<file path="config.mk">
export PLATFORM = sky130hd
export DESIGN_NAME = ctl_ctrl
export DESIGN_NICKNAME = d
export VERILOG_FILES = /design/src/hw/rtl/ctl_pkg.sv /design/src/hw/rtl/ctl_ctrl.sv
export SDC_FILE = /design/constraint.sdc
export NUM_CORES = 1
export LEC_CHECK = 0
export ABC_AREA = 1
export BUFFER_PORTS_ARGS = -buffer_cell sky130_fd_sc_hd__clkbuf_2
export CAP_MARGIN = 20
export CORE_AREA = 5 5 42 44
export DETAILED_ROUTE_END_ITERATION = 12
export DIE_AREA = 0 0 47 49
export PLACE_DENSITY_LB_ADDON = 0.08
export SLEW_MARGIN = 0
export SYNTH_ARGS = -nofsm -noshare
export SYNTH_HDL_FRONTEND = slang
export SYNTH_SLANG_ARGS = --single-unit
</file>
<file path="constraint.sdc">
create_clock -name clk -period 2.5 [get_ports clk]
set_input_delay 0.25 -clock clk [delete_from_list [all_inputs] [get_ports clk]]
set_output_delay 0.25 -clock clk [all_outputs]
set_load 0.005 [all_outputs]
</file>
<file path="src/hw/rtl/ctl_pkg.sv">
`timescale 1ns / 1ps

package ctl_pkg;

    localparam int COUNT_BITS  = 7;
    localparam int CLASS_BITS  = 3;
    localparam int INDEX_BITS  = 6;
    localparam int FIELD_BITS  = 32;
    localparam int CFG_DATA_BITS = 7;

    typedef enum logic
    {
        ACT_LOAD  = 1'b0,
        ACT_QUERY = 1'b1
    } action_t;

    typedef enum logic
    {
        CFG_CLASS = 1'b0,
        CFG_COUNT = 1'b1
    } cfg_reg_t;

    localparam logic [CLASS_BITS-1:0] CLASS_KERNEL = 3'd2;
    localparam logic [CLASS_BITS-1:0] CLASS_APP    = 3'd3;
    localparam logic [CLASS_BITS-1:0] CLASS_SYS    = 3'd4;

    // controller -> datapath
    typedef struct packed
    {
        logic load_we;
        logic start;
        logic step;
        logic result_load;
    } dp_cmd_t;

    // datapath -> controller
    typedef struct packed
    {
        logic count_zero;
        logic search_end;
    } dp_sts_t;

endpackage

</file>
<file path="src/hw/rtl/ctl_ctrl.sv">
`timescale 1ns / 1ps

module ctl_ctrl
(
    input  logic              clk,
    input  logic              rst_n,
    input  logic              req_valid,
    input  logic              req_action,
    output logic              req_ready,
    output logic              rsp_valid,
    input  logic              rsp_ready,
    input  ctl_pkg::dp_sts_t  sts,
    output ctl_pkg::dp_cmd_t  cmd
);

    typedef enum logic [1:0]
    {
        ST_IDLE,
        ST_SEARCH,
        ST_RESULT
    } state_t;

    state_t state_reg, state_next;
    logic   out_valid_reg, out_valid_next;
    logic   accept;

    assign req_ready = (state_reg == ST_IDLE);
    assign rsp_valid = out_valid_reg;
    assign accept    = req_valid && req_ready;

    always_comb
    begin
        state_next      = state_reg;
        out_valid_next  = out_valid_reg && !rsp_ready;
        cmd             = '0;
        unique case (state_reg)
            ST_IDLE:
            begin
                if (accept)
                begin
                    if (req_action == ctl_pkg::ACT_LOAD)
                    begin
                        cmd.load_we = 1'b1;
                    end
                    else
                    begin
                        cmd.start  = 1'b1;
                        state_next = sts.count_zero ? ST_RESULT : ST_SEARCH;
                    end
                end
            end
            ST_SEARCH:
            begin
                cmd.step = 1'b1;
                if (sts.search_end)
                begin
                    state_next = ST_RESULT;
                end
            end
            ST_RESULT:
            begin
                // hold until the output register is free
                if (!out_valid_reg || rsp_ready)
                begin
                    cmd.result_load = 1'b1;
                    out_valid_next  = 1'b1;
                    state_next      = ST_IDLE;
                end
            end
            default:
            begin
                state_next = ST_IDLE;
            end
        endcase
    end

    always_ff @(posedge clk or negedge rst_n)
    begin
        if (!rst_n)
        begin
            state_reg     <= ST_IDLE;
            out_valid_reg <= 1'b0;
        end
        else
        begin
            state_reg     <= state_next;
            out_valid_reg <= out_valid_next;
        end
    end

endmodule

</file>
# Word level (Yosys, flattened, before mapping)
# Cells that the tools add are included.
# W data, S select, Z words.
[word_totals] regBits=3 latchBits=0 ram_bits=0 romBits=0 input_bits=7 out_inout_bits=6 mem_count=0
[op_classes] add_sub_neg=0 n_mul=0 n_div=0 magnitude_cmp=0 n_eq_ne=6 shifts=0 mux=15 bitwise=0 n_reduce_logical=7
[op_table] cell="$mux W2" n=7
[op_table] cell="$mux W1" n=7
[op_table] cell="$ne A2 B2 Y1 const B" n=3
[op_table] cell="$pmux W2 S3" n=1
[op_table] cell="$reduce_and A4 Y1" n=1
[op_table] cell="$eq A2 B1 Y1 const B" n=1
[op_table] cell="$eq A2 B2 Y1 const B" n=1
[op_table] cell="$logic_and A1 B1 Y1" n=2
[op_table] cell="$logic_not A1 Y1" n=2
[op_table] cell="$logic_not A2 Y1" n=1
[op_table] cell="$ne A2 B1 Y1 const B" n=1
[op_table] cell="$logic_or A1 B1 Y1" n=1

# Logic depth before layout (Yosys ltp)
# Gate-level depths: netlist of run 1.
[logic_depth] word_depth=4 ltp_mapped=7 ltp_nobuf=7

# Least setup slack after synthesis of run 1
# Ideal clock, no wire load.
[synth_path] path_type="reg2out" from="reg state_reg[0]" to="out cmd[3] in the netlist's numbering" arrival_ns=0.769 t_required_ns=2.250 path_slack_ns=1.481 stages_incl_launch_ff=4 n_path_buf=0 cell_sequence="dfrtp_1 nor2_2 nand2_1 nor2_1"
[synth_rtl] element="start: declaration" line_no="ctl_ctrl.sv:23" rtl="state_t state_reg, state_next;"
[synth_rtl] element="start signal: assignment" line_no="ctl_ctrl.sv:86" rtl="state_reg <= state_next;"
[synth_rtl] element="end: declaration" line_no="ctl_ctrl.sv:13" rtl="output ctl_pkg::dp_cmd_t cmd"

==> summary.md, run 1 <==
| Metric | Value |
|---|---|
| Reg clk slew, reported paths | 40 ps |
| Critical Path End Type | output pin |
| Total grt overflow | 0 |
| Core ar. | 1400 sq um |
| Ranking of synthesized cells by area | dfrtp_1, nand2_1, inv_1 |
| Post-CTS sizing | 0 |
| I/O Pins | 13 |
| Final total power | 0.354 mW |
| Mapped Nets | 38 |
| Clock Tree Buf Depth | 2 |
| Floorplan row count | 14 |
| Vias in the first global route | 225 |
| Hold_ws | 232 ps |
| Crit path DAT | 1120 ps |
| Worst r2r dst | state_reg[1] |
| Critical-path cell list | nor2_2 -> nand2_1 -> nor2_1 -> clkbuf_2 |
| RSZ-0062 raised after global routing | no |
| Port Buffer Count | 12 |
| Die area | 2300 sq um |
| Drt first pass iters | 2 |
| Via count | 225 |
| Slew headroom | 87.0% |
| Final setup fails | 0 |
| Width of the chip | 47 um |
| Status | completed |
| LEAKAGE | 0.189 nW |
| Yosys top cell by area | dfrtp_1 |
| Cells after Synth | 31 |
| Total Routing Usage GR | 5.79% |
| Tmin final | 1370 ps |
| Max FFs per register | 2 |
| DRC Markers | 0 |
| Worst slack at placement | 1350 ps |
| Num CTS Buffers | 3 |
| Crit path largest cell delay | 420 ps |
| Sequential fraction of the synthesis area | 38.7% |
| Max_cap viols | 0 |
| Via/cell ratio | 3.52 |
| Chip height | 49 um |
| Initial DRC count | 1 |
| Final hold vios | 0 |
| CTS Root Cell | clkbuf_4 |
| CTS tree | built |
| Critical path's top delay family | flip-flops |
| Hold Path Class | primary input to flip-flop |
| Yosys Warn Count | 0 |
| TNS Setup | 0 ps |
| Postcts setup bufs | 0 |
| Share of layout cells above drive strength 1 | 41.7% |
| Max-slew violation count | 0 |
| Peak supply drop | 0.000340 V |
| Yosys reg bits | 3 |
| Synth cell types | 11 |
| Antenna Cells | 0 |
| Worst Tran Pin Value | 195 ps |
| Largest net degree at the start of global routing | 6 |
| Kind of start point of the critical path | flip-flop |
| Critical R2R Launch | state_reg[0] |
| Area grow syn2layout | 60.0% |
| Drt wl/cell | 8.06 um |
| Final ANT Viol Nets | 0 |
| Critical path fanouts, max | 5 |
| Mapped Area | 194 sq um |
| Synth top area share | 38.7% |
| Worst r2r path cells | 6 |
| Initial antenna violation count | 0 |
| Final setup margin | 1130 ps |
| Slowest cell on crit path | dfrtp_1 |
| Hold path startpoint | rsp_ready |
| H-tree level count | 1 |
| Worst Path Buf+Inv | 1 |
| Average size of a mapped cell | 6.26 sq um |
| PwrDens | 1140 nW/um^2 |
| Final non-filler cell total | 64 |
| Clock Sinks | 3 |
| Final nets | 56 |
| R2r setup slk | 1490 ps |
| Critical path data required time | 2250 ps |
| Hold path depth | 2 |
| Cts hold-fix bufs | 1 |
| GPL Wtd Cong | 0.667 |
| Clock Skews | 0.680 ps |
| Final period util | 54.8% |
| First-pass GRT wire length | 910 um |
| Clk_lat worst skew | 230 ps |
| Post-Place Cells | 59 |
| Hpwl dp | 454 um |
| Critical path class | flip-flop to output pin |
| Routed Wire Length | 516 um |
| Worst Hold Endpoint | rsp_valid |
| Max Freq | 730 MHz |
| Starting Density | 13.8% |
cells by family (layout without fill, tap and decap cells):
group | Yosys count | in the layout | synth area share, %
flops | 3 | 3 | 38.7
compound gates | 3 | 3 | 7.74
simple gates | 17 | 17 | 38.1
buf+inv | 8 | 25 | 15.5
worst reg2reg max path, stage by stage (launching register included):
cell and delay (ps):
dfrtp_1 420, nor2_2 200, nand2_2 80, nand2_1 70
inv_1 30, nand2_1 50, inv_1 40
worst max-delay path by stage:
stage                             from  endpoint  depth (start not counted)
final                     state_reg[0]    cmd[3]                          4
after global routing      state_reg[0]    cmd[3]                          4
after CTS                 state_reg[0]    cmd[3]                          4
after detailed placement  state_reg[0]    cmd[3]                          4
after global placement    state_reg[0]    cmd[3]                          4
after floorplan           state_reg[0]    cmd[3]                          3
where the power goes:
group | internal, mW | switching, mW | leakage, nW
clock | 0.0597 | 0.0233 | 0.0150
combinational | 0.0730 | 0.0960 | 0.136
sequential | 0.0732 | 0.0287 | 0.0374
total | 0.206 | 0.148 | 0.189
routing by layer:
layer	GRT usage [%]	part of all wire [%]	up-vias
li1	-	-	124
met1	6.86	41	93
met2	6.79	45	8
met3	3.32	13	0
met4	5.53	0	0
met5	0	0	-
synthesized netlist by cell type (all sizes together):
| cell | count |
|---|---|
| dfrtp | 3 |
| nand3 | 1 |
| a21oi | 1 |
| nand2 | 9 |
| o21ai | 2 |
| nor3 | 1 |
| inv | 8 |
| nor2 | 6 |
cell type report:
type,count,area (sq um)
Multi-Input combinational cell,20,88.8
Sequential cell,3,75.1
Timing Repair Buffer,13,70.1
Inverter,8,30.0
Tap cell,16,20.0
Clock buffer,4,26.3
Fill cell,184,1090
layout by cell type, fill, tap and decap left out:
cell type / count
a21oi_1: 1
inv_1: 6
dlygate4sd3_1: 1
clkbuf_2: 12
clkbuf_1: 1
nor2_1: 4
clkbuf_4: 3
nor2_2: 2
nand2_1: 8
nor3_1: 1
dfrtp_1: 3
o21ai_0: 2
inv_2: 2
nand2_2: 1
nand3_1: 1
per-stage QoR:
step	util (%)	area, sq um
floorplan	-	194
CTS	22.1	310
global placement	19.6	274
global route	22.1	310
detailed placement	19.6	274
finish	22.1	310
Note: power is estimated with default switching activity, not from simulation.
==> run 2, diff against run 1 <==
Settings changed: ABC_AREA 1 to 0.
Clock period 2.5 ns to 1.25 ns, I/O delays scaled along.
==> run 2 against run 1 <==
  * The run now ends with negative setup slack left
  * Via count is 7.6% lower
  * Die area stayed put
  * Clock power is 110% higher
  * Setup slack worse by 1100 ps
  * Utilization is 0.71 points higher
  * Sequential share of layout area hardly changed
  * Final cell count is 17% lower
  * Register-to-register slack worse by 1400 ps
==> summary.md, run 2 <==
| Metric | Value |
|---|---|
| Hold_ws | 122 ps (was 232 ps) |
| Sequential fraction of the synthesis area | 42.9% (was 38.7%) |
| Drt first pass iters | 2 (unchanged) |
| Drt wl/cell | 10.6 um (was 8.06 um) |
| Floorplan row count | 14 (unchanged) |
| Post-synthesis mux area share | 0% (unchanged) |
| Complex-gate fraction of the synthesized area | 14.3% (was 7.74%) |
| PwrDens | 1250 nW/um^2 (was 1140 nW/um^2) |
| Chip height | 49 um (unchanged) |
| Port Buffer Count | 12 (unchanged) |
| Max Freq | 790 MHz |
| Critical path class | flip-flop to output pin (unchanged) |
| Critical R2R Launch | state_reg[0] (unchanged) |
| Critical Path End Type | output pin (unchanged) |
| Cells after Synth | 17 (was 31) |
| Share of layout cells above drive strength 1 | 56.8% (was 41.7%) |
| Tmin final | 1270 ps |
| GPL Wtd Cong | 0.630 (was 0.667) |
| Critical path data required time | 1120 ps (was 2250 ps) |
| Antenna Cells | 0 (unchanged) |
| Commonest non-fill, non-tap cell in the layout | clkbuf_2 (unchanged) |
| Commonest cells in the netlist | dfrtp_1, a21oi_1, inv_1 (was nand2_1, inv_1, nor2_1) |
| Yosys top cell by area | dfrtp_1 (unchanged) |
| DRC Markers | 0 (unchanged) |
| Clock Skews | 2.03 ps (was 0.680 ps) |
| Crit path DAT | 1140 ps (was 1120 ps) |
| Clock Tree Buf Depth | 2 (unchanged) |
| Kind of start point of the critical path | flip-flop (unchanged) |
| Critical path's top delay family | flip-flops (unchanged) |
| H-tree level count | 1 (unchanged) |
| Via count | 208 (was 225) |
| Ys async rst share | 100% (unchanged) |
| CTS Root Cell | clkbuf_4 (unchanged) |
| Worst Path Buf+Inv | 1 (unchanged) |
| Hold Path Class | primary input to flip-flop (unchanged) |
| Final period util | 101% |
| Max_cap viols | 0 (unchanged) |
| Reg clk slew, reported paths | 40 ps (about the same) |
| Worst Tran Pin Value | 250 ps (was 195 ps) |
| Initial DRC count | 1 (unchanged) |
| Final setup fails | 2 (was 0) |
| Post-Synth XOR/XNOR Area | 0% (unchanged) |
| Critical-path cell list | or2b_1 -> a21oi_2 -> buf_2 (was nor2_2 -> nand2_1 -> nor2_1 -> clkbuf_2) |
| Most frequent cells in the layout | clkbuf_2, clkbuf_4, buf_4 (was clkbuf_2, nand2_1, inv_1, nor2_1) |
| Routed Wire Length | 564 um (was 516 um) |
| I/O Pins | 13 (unchanged) |
| Ranking of synthesized cells by area | dfrtp_1, and4bb_1, nand4bb_1 (was dfrtp_1, nand2_1, inv_1) |
| Post-route cell area | 320 sq um (was 310 sq um) |
| Adder-Cell Fraction of Synth Area | 0% (unchanged) |
| Average size of a mapped cell | 10.3 sq um (was 6.26 sq um) |
| Top FF cell, synth | dfrtp_1 (unchanged) |
| Post-Synth Simple-Gate Area | 38.6% (was 38.1%) |
| Status | finished with violations (was completed) |
| Vias in the first global route | 221 (was 225) |
| Mapped Nets | 24 (was 38) |
| Final ANT Viol Nets | 0 (unchanged) |
| Largest net degree at the start of global routing | 7 (was 6) |
| Die area | 2300 sq um (unchanged) |
| Core ar. | 1400 sq um (unchanged) |
| Area grow syn2layout | 82.9% (was 60.0%) |
| LEAKAGE | 0.163 nW (was 0.189 nW) |
| Slowest cell on crit path | dfrtp_2 (was dfrtp_1) |
| Crit path largest cell delay | 430 ps (was 420 ps) |
| Final hold vios | 0 (unchanged) |
| Synth top area share | 42.9% (was 38.7%) |
| First-pass GRT wire length | 966 um (was 910 um) |
| Final setup margin | -15.3 ps (was 1130 ps) |
| Width of the chip | 47 um (unchanged) |
| Placed Area | 255 sq um (was 274 sq um) |
| RSZ-0062 raised after global routing | yes (was no) |
| Slew headroom | 83.1% (was 87.0%) |
| Yosys reg bits | 3 (unchanged) |
| Starting Density | 12.5% (was 13.8%) |
| Crit path from | state_reg[0] (unchanged) |
| Max FFs per register | 2 (unchanged) |
| TNS Setup | -20.9 ps (was 0 ps) |
| Total grt overflow | 0 (unchanged) |
| Num CTS Buffers | 3 (unchanged) |
| Total Routing Usage GR | 5.99% (was 5.79%) |
| Clock Sinks | 3 (unchanged) |
| Hold path startpoint | rsp_ready (unchanged) |
| Peak supply drop | 0.000391 V (was 0.000340 V) |
| CTS tree | built (unchanged) |
| Failing checks | negative setup slack |
| EDFF count, synth | 0 (unchanged) |
| Largest family of logic cells by synthesized area | simple AND/OR/NAND/NOR gates (unchanged) |
| Final nets | 45 (was 56) |
| Initial antenna violation count | 0 (unchanged) |
| Hpwl dp | 436 um (was 454 um) |
| Yosys Warn Count | 0 (unchanged) |
| Via/cell ratio | 3.92 (was 3.52) |
| Critical path fanouts, max | 6 (was 5) |
| Count leader, synth | dfrtp_1 (was nand2_1) |
| Mapped Area | 175 sq um (was 194 sq um) |
| Max-slew violation count | 0 (unchanged) |
| Synth cell types | 13 (was 11) |
| Fill count | 169 (was 184) |
| Clk_lat worst skew | 230 ps (about the same) |
| Worst slack at placement | 138 ps (was 1350 ps) |
-- run 2: worst reg2reg max path, cell delays in order (launching register included) --
cell	delay, ps
dfrtp_2	430
buf_4	150
and2b_1	160
a221o_1	340
-- run 2: report_power, final --
part           switching, mW  internal (mW)  total (mW)
combinational         0.0385         0.0600      0.0985
clock                 0.0524          0.120       0.172
sequential            0.0178          0.112       0.130
-- run 2: metrics by stage --
step | utilization, % | power [mW] | instances
2_1_floorplan | - | 0.164 | 17
3_3_place_gp | 18.2 | 0.211 | 45
3_5_place_dp | 18.2 | 0.212 | 45
4_1_cts | 22.0 | 0.407 | 52
5_1_grt | 22.9 | 0.443 | 53
6_report | 22.9 | 0.401 | 53
-- run 2: worst paths after layout --
check	endpoint	slack, ps	depth (start not counted)
max	cmd[0]	-20	3
min	rsp_valid	120	2
max reg2reg	state_reg[1]	60	3
min reg2reg	state_reg[0]	490	1
max in group asynchronous	state_reg[0]	900	2
min in group asynchronous	state_reg[1]	220	2
-- run 2: cell type report --
class                      count  area [sq um]  area share, %
inverter                       2          7.51           2.34
sequential                     3          77.6           24.2
timing repair buffer          16          92.6           28.9
tap                           16          20.0           6.25
clock buffer                   4          26.3           8.20
multi-input combinational     12          96.3           30.1
-- run 2: cells by family (layout without fill, tap and decap cells) --
family          Yosys count  in the layout
compound gates            4              4
simple gates              8              8
buf+inv                   2             22
flops                     3              3
-- run 2: routing by layer --
| metal | global-route usage, % | vias to the layer above | wire length, um |
|---|---|---|---|
| met1 | 7.05 | 100 | 226 |
| met4 | 4.15 | 0 | 0 |
| met5 | 0 | - | 0 |
| met2 | 8.60 | 4 | 330 |
| li1 | - | 104 | - |
| met3 | 2.21 | 0 | 7 |
-- run 2: what timing repair did --
action                                 4_1_cts  5_1_grt
endpoints found under the hold margin        3        0
gates cloned                                 0        0
resized for setup                            1        4
setup endpoints to repair                    3        4
hold buffers                                 1        0
setup buffers                                2        1
pin swaps                                    0        1
==> run 3, diff against run 2 <==
--- a/config.mk
+++ b/config.mk
@@ -14,3 +14,2 @@
 export PLACE_DENSITY_LB_ADDON = 0.08
-export SLEW_MARGIN = 0
 export SYNTH_ARGS = -nofsm -noshare
==> constraint.sdc (replaced) <==
create_clock -name clk -period 1.25 [get_ports clk]
set_input_delay 0.0625 -clock clk [delete_from_list [all_inputs] [get_ports clk]]
set_output_delay 0.0625 -clock clk [all_outputs]
set_load 0.005 [all_outputs]
==> run 3 against run 2 <==
  * Final cell count decreased by 1.9%
  * Via count decreased by 1.9%
  * Sequential power barely moved
  * The run now ends clean
  * Maximum frequency is 5.2% higher
  * Power is 0.86% lower
  * Critical endpoint unchanged
  * Critical path type unchanged
  * Clock skew barely moved
  * Global-route usage is the same
  * Register-to-register slack about the same
==> summary.md, run 3 (synthesis gave the netlist of run 2 again) <==
| Metric | Value |
|---|---|
| Status | completed (was finished with violations) |
| Crit path largest cell delay | 430 ps (about the same) |
| Area grow syn2layout | 78.6% (was 82.9%) |
| I/O Pins | 13 (unchanged) |
| Post-route cell area | 313 sq um (was 320 sq um) |
| Core ar. | 1400 sq um (unchanged) |
| Reg clk slew, reported paths | 40 ps (about the same) |
| Clock Power Share | 43.4% (was 42.9%) |
| Max-slew violation count | 0 (unchanged) |
| Width of the chip | 47 um (unchanged) |
| Tmin final | 1200 ps (was 1270 ps) |
| Critical-path cell list | or2b_1 -> a21oi_2 -> buf_2 (unchanged) |
| Internal power | 0.289 mW (was 0.292 mW) |
| Hold Path Class | primary input to flip-flop (unchanged) |
| GPL Wtd Cong | 0.630 (unchanged) |
| Clock Skews | 2.02 ps (was 2.03 ps) |
| Final Core Density | 22.3% (was 22.9%) |
| Switching share of power | 27.2% (was 27.1%) |
| Max_cap viols | 0 (unchanged) |
| Share of layout cells above drive strength 1 | 55.6% (was 56.8%) |
| Die area | 2300 sq um (unchanged) |
| Final hold vios | 0 (unchanged) |
| Critical path class | flip-flop to output pin (unchanged) |
| Max FFs per register | 2 (unchanged) |
| Via/cell ratio | 3.92 (about the same) |
| Vias in the first global route | 221 (unchanged) |
| Sw Pwr | 0.108 mW (was 0.109 mW) |
| H-tree level count | 1 (unchanged) |
| Combinational power share | 23.9% (was 24.6%) |
| Worst slack at placement | 138 ps (unchanged) |
| Commonest non-fill, non-tap cell in the layout | clkbuf_2 (unchanged) |
| Kind of start point of the critical path | flip-flop (unchanged) |
| PwrDens | 1270 nW/um^2 (was 1250 nW/um^2) |
| Slew headroom | 83.1% (about the same) |
| Via count | 204 (was 208) |
| Hpwl dp | 436 um (unchanged) |
| Critical path's top delay family | flip-flops (unchanged) |
| LEAKAGE | 0.157 nW (was 0.163 nW) |
| Placed Area | 255 sq um (unchanged) |
| Critical path fanouts, max | 6 (unchanged) |
| Worst Path Buf+Inv | 1 (unchanged) |
| Final total power | 0.397 mW (was 0.401 mW) |
| Max Freq | 831 MHz (was 790 MHz) |
| Clock Tree Buf Depth | 2 (unchanged) |
| Initial DRC count | 1 (unchanged) |
| Routed Wire Length | 557 um (was 564 um) |
| Floorplan row count | 14 (unchanged) |
| Total Routing Usage GR | 5.99% (unchanged) |
| RSZ-0062 raised after global routing | yes (unchanged) |
| Clk_lat worst skew | 230 ps (about the same) |
| Total grt overflow | 0 (unchanged) |
| Final nets | 44 (was 45) |
| Largest net degree at the start of global routing | 7 (unchanged) |
| Num CTS Buffers | 3 (unchanged) |
| DRC Markers | 0 (unchanged) |
| Final setup margin | 46.8 ps (was -15.3 ps) |
| CTS tree | built (unchanged) |
| Final non-filler cell total | 52 (was 53) |
| Slowest cell on crit path | dfrtp_2 (unchanged) |
| Final period util | 96.3% (was 101%) |
| Final ANT Viol Nets | 0 (unchanged) |
| Worst Tran Pin Value | 250 ps (about the same) |
| CTS Root Cell | clkbuf_4 (unchanged) |
| Critical path data required time | 1190 ps (was 1120 ps) |
| Post-Place Cells | 45 (unchanged) |
| Chip height | 49 um (unchanged) |
| Crit path DAT | 1140 ps (about the same) |
| Reg power frac | 32.8% (was 32.5%) |
| First-pass GRT wire length | 966 um (unchanged) |
| Starting Density | 12.5% (unchanged) |
| Peak supply drop | 0.000392 V (was 0.000391 V) |
| Antenna Cells | 0 (unchanged) |
| Initial antenna violation count | 0 (unchanged) |
| Drt wl/cell | 10.7 um (was 10.6 um) |
| Critical Path End Type | output pin (unchanged) |
| Final setup fails | 0 (was 2) |
| Most frequent cells in the layout | clkbuf_2, clkbuf_4, inv_1, buf_4, dfrtp_2 (was clkbuf_2, clkbuf_4, buf_4) |
| Clock Sinks | 3 (unchanged) |
| Drt first pass iters | 4 (was 2) |
| Port Buffer Count | 12 (unchanged) |
run 3: path summary, 6_finish.rpt:
kind                                   start      endpoint  slack [ps]  depth (start not counted)
worst min-delay path               rsp_ready     rsp_valid          60                          2
worst max-delay path            state_reg[0]        cmd[0]          50                          3
worst min register to register  state_reg[1]  state_reg[0]         490                          1
max in group asynchronous              rst_n  state_reg[0]         970                          2
worst max register to register  state_reg[0]  state_reg[1]          60                          3
min in group asynchronous              rst_n  state_reg[1]         160                          2
run 3: layer usage:
layer / part of all wire, % / wire length (um) / global-route usage (%) / vias up
met5: 0 / 0 / 0 / -
met4: 0 / 0 / 4.15 / 0
met3: 1.3 / 7 / 2.21 / 0
met2: 59 / 328 / 8.60 / 4
met1: 40 / 222 / 7.05 / 98
li1: - / - / - / 102
run 3: repair_timing:
action | 4_1_cts | 5_1_grt
endpoints found under the hold margin | 3 | 0
hold buffers | 1 | 0
gates resized for setup | 1 | 3
endpoints found under the setup margin | 2 | 3
buffers inserted | 2 | 0
run 3: worst register-to-register path, stage by stage (launching register included):
cell	delay, ps
dfrtp_2	430
buf_4	150
and2b_1	160
a221o_1	340
run 3: cell type report:
cell class	count	area, sq um
clock buffer	4	26.3
fill	169	1090
inverter	2	7.51
multi-input combinational	12	96.3
sequential	3	77.6
tap	16	20.0
timing repair buffer	15	85.1
run 3: stage by stage:
step / hold WS, ps / setup TNS (ps)
after global routing: 79.5 / -43.5
final: 59.1 / 0
after detailed placement: -133 / 0
after CTS: 53.0 / 0
after floorplan: -233 / 0
after global placement: -135 / 0
run 3: power groups by stage:
stage | clock (mW) | sequential [mW] | combinational [mW]
floorplan | 0 | 0.126 | 0.0375
global placement | 0 | 0.131 | 0.0800
detailed placement | 0 | 0.130 | 0.0816
CTS | 0.183 | 0.129 | 0.0954
global route | 0.197 | 0.134 | 0.108
finish | 0.172 | 0.130 | 0.0948
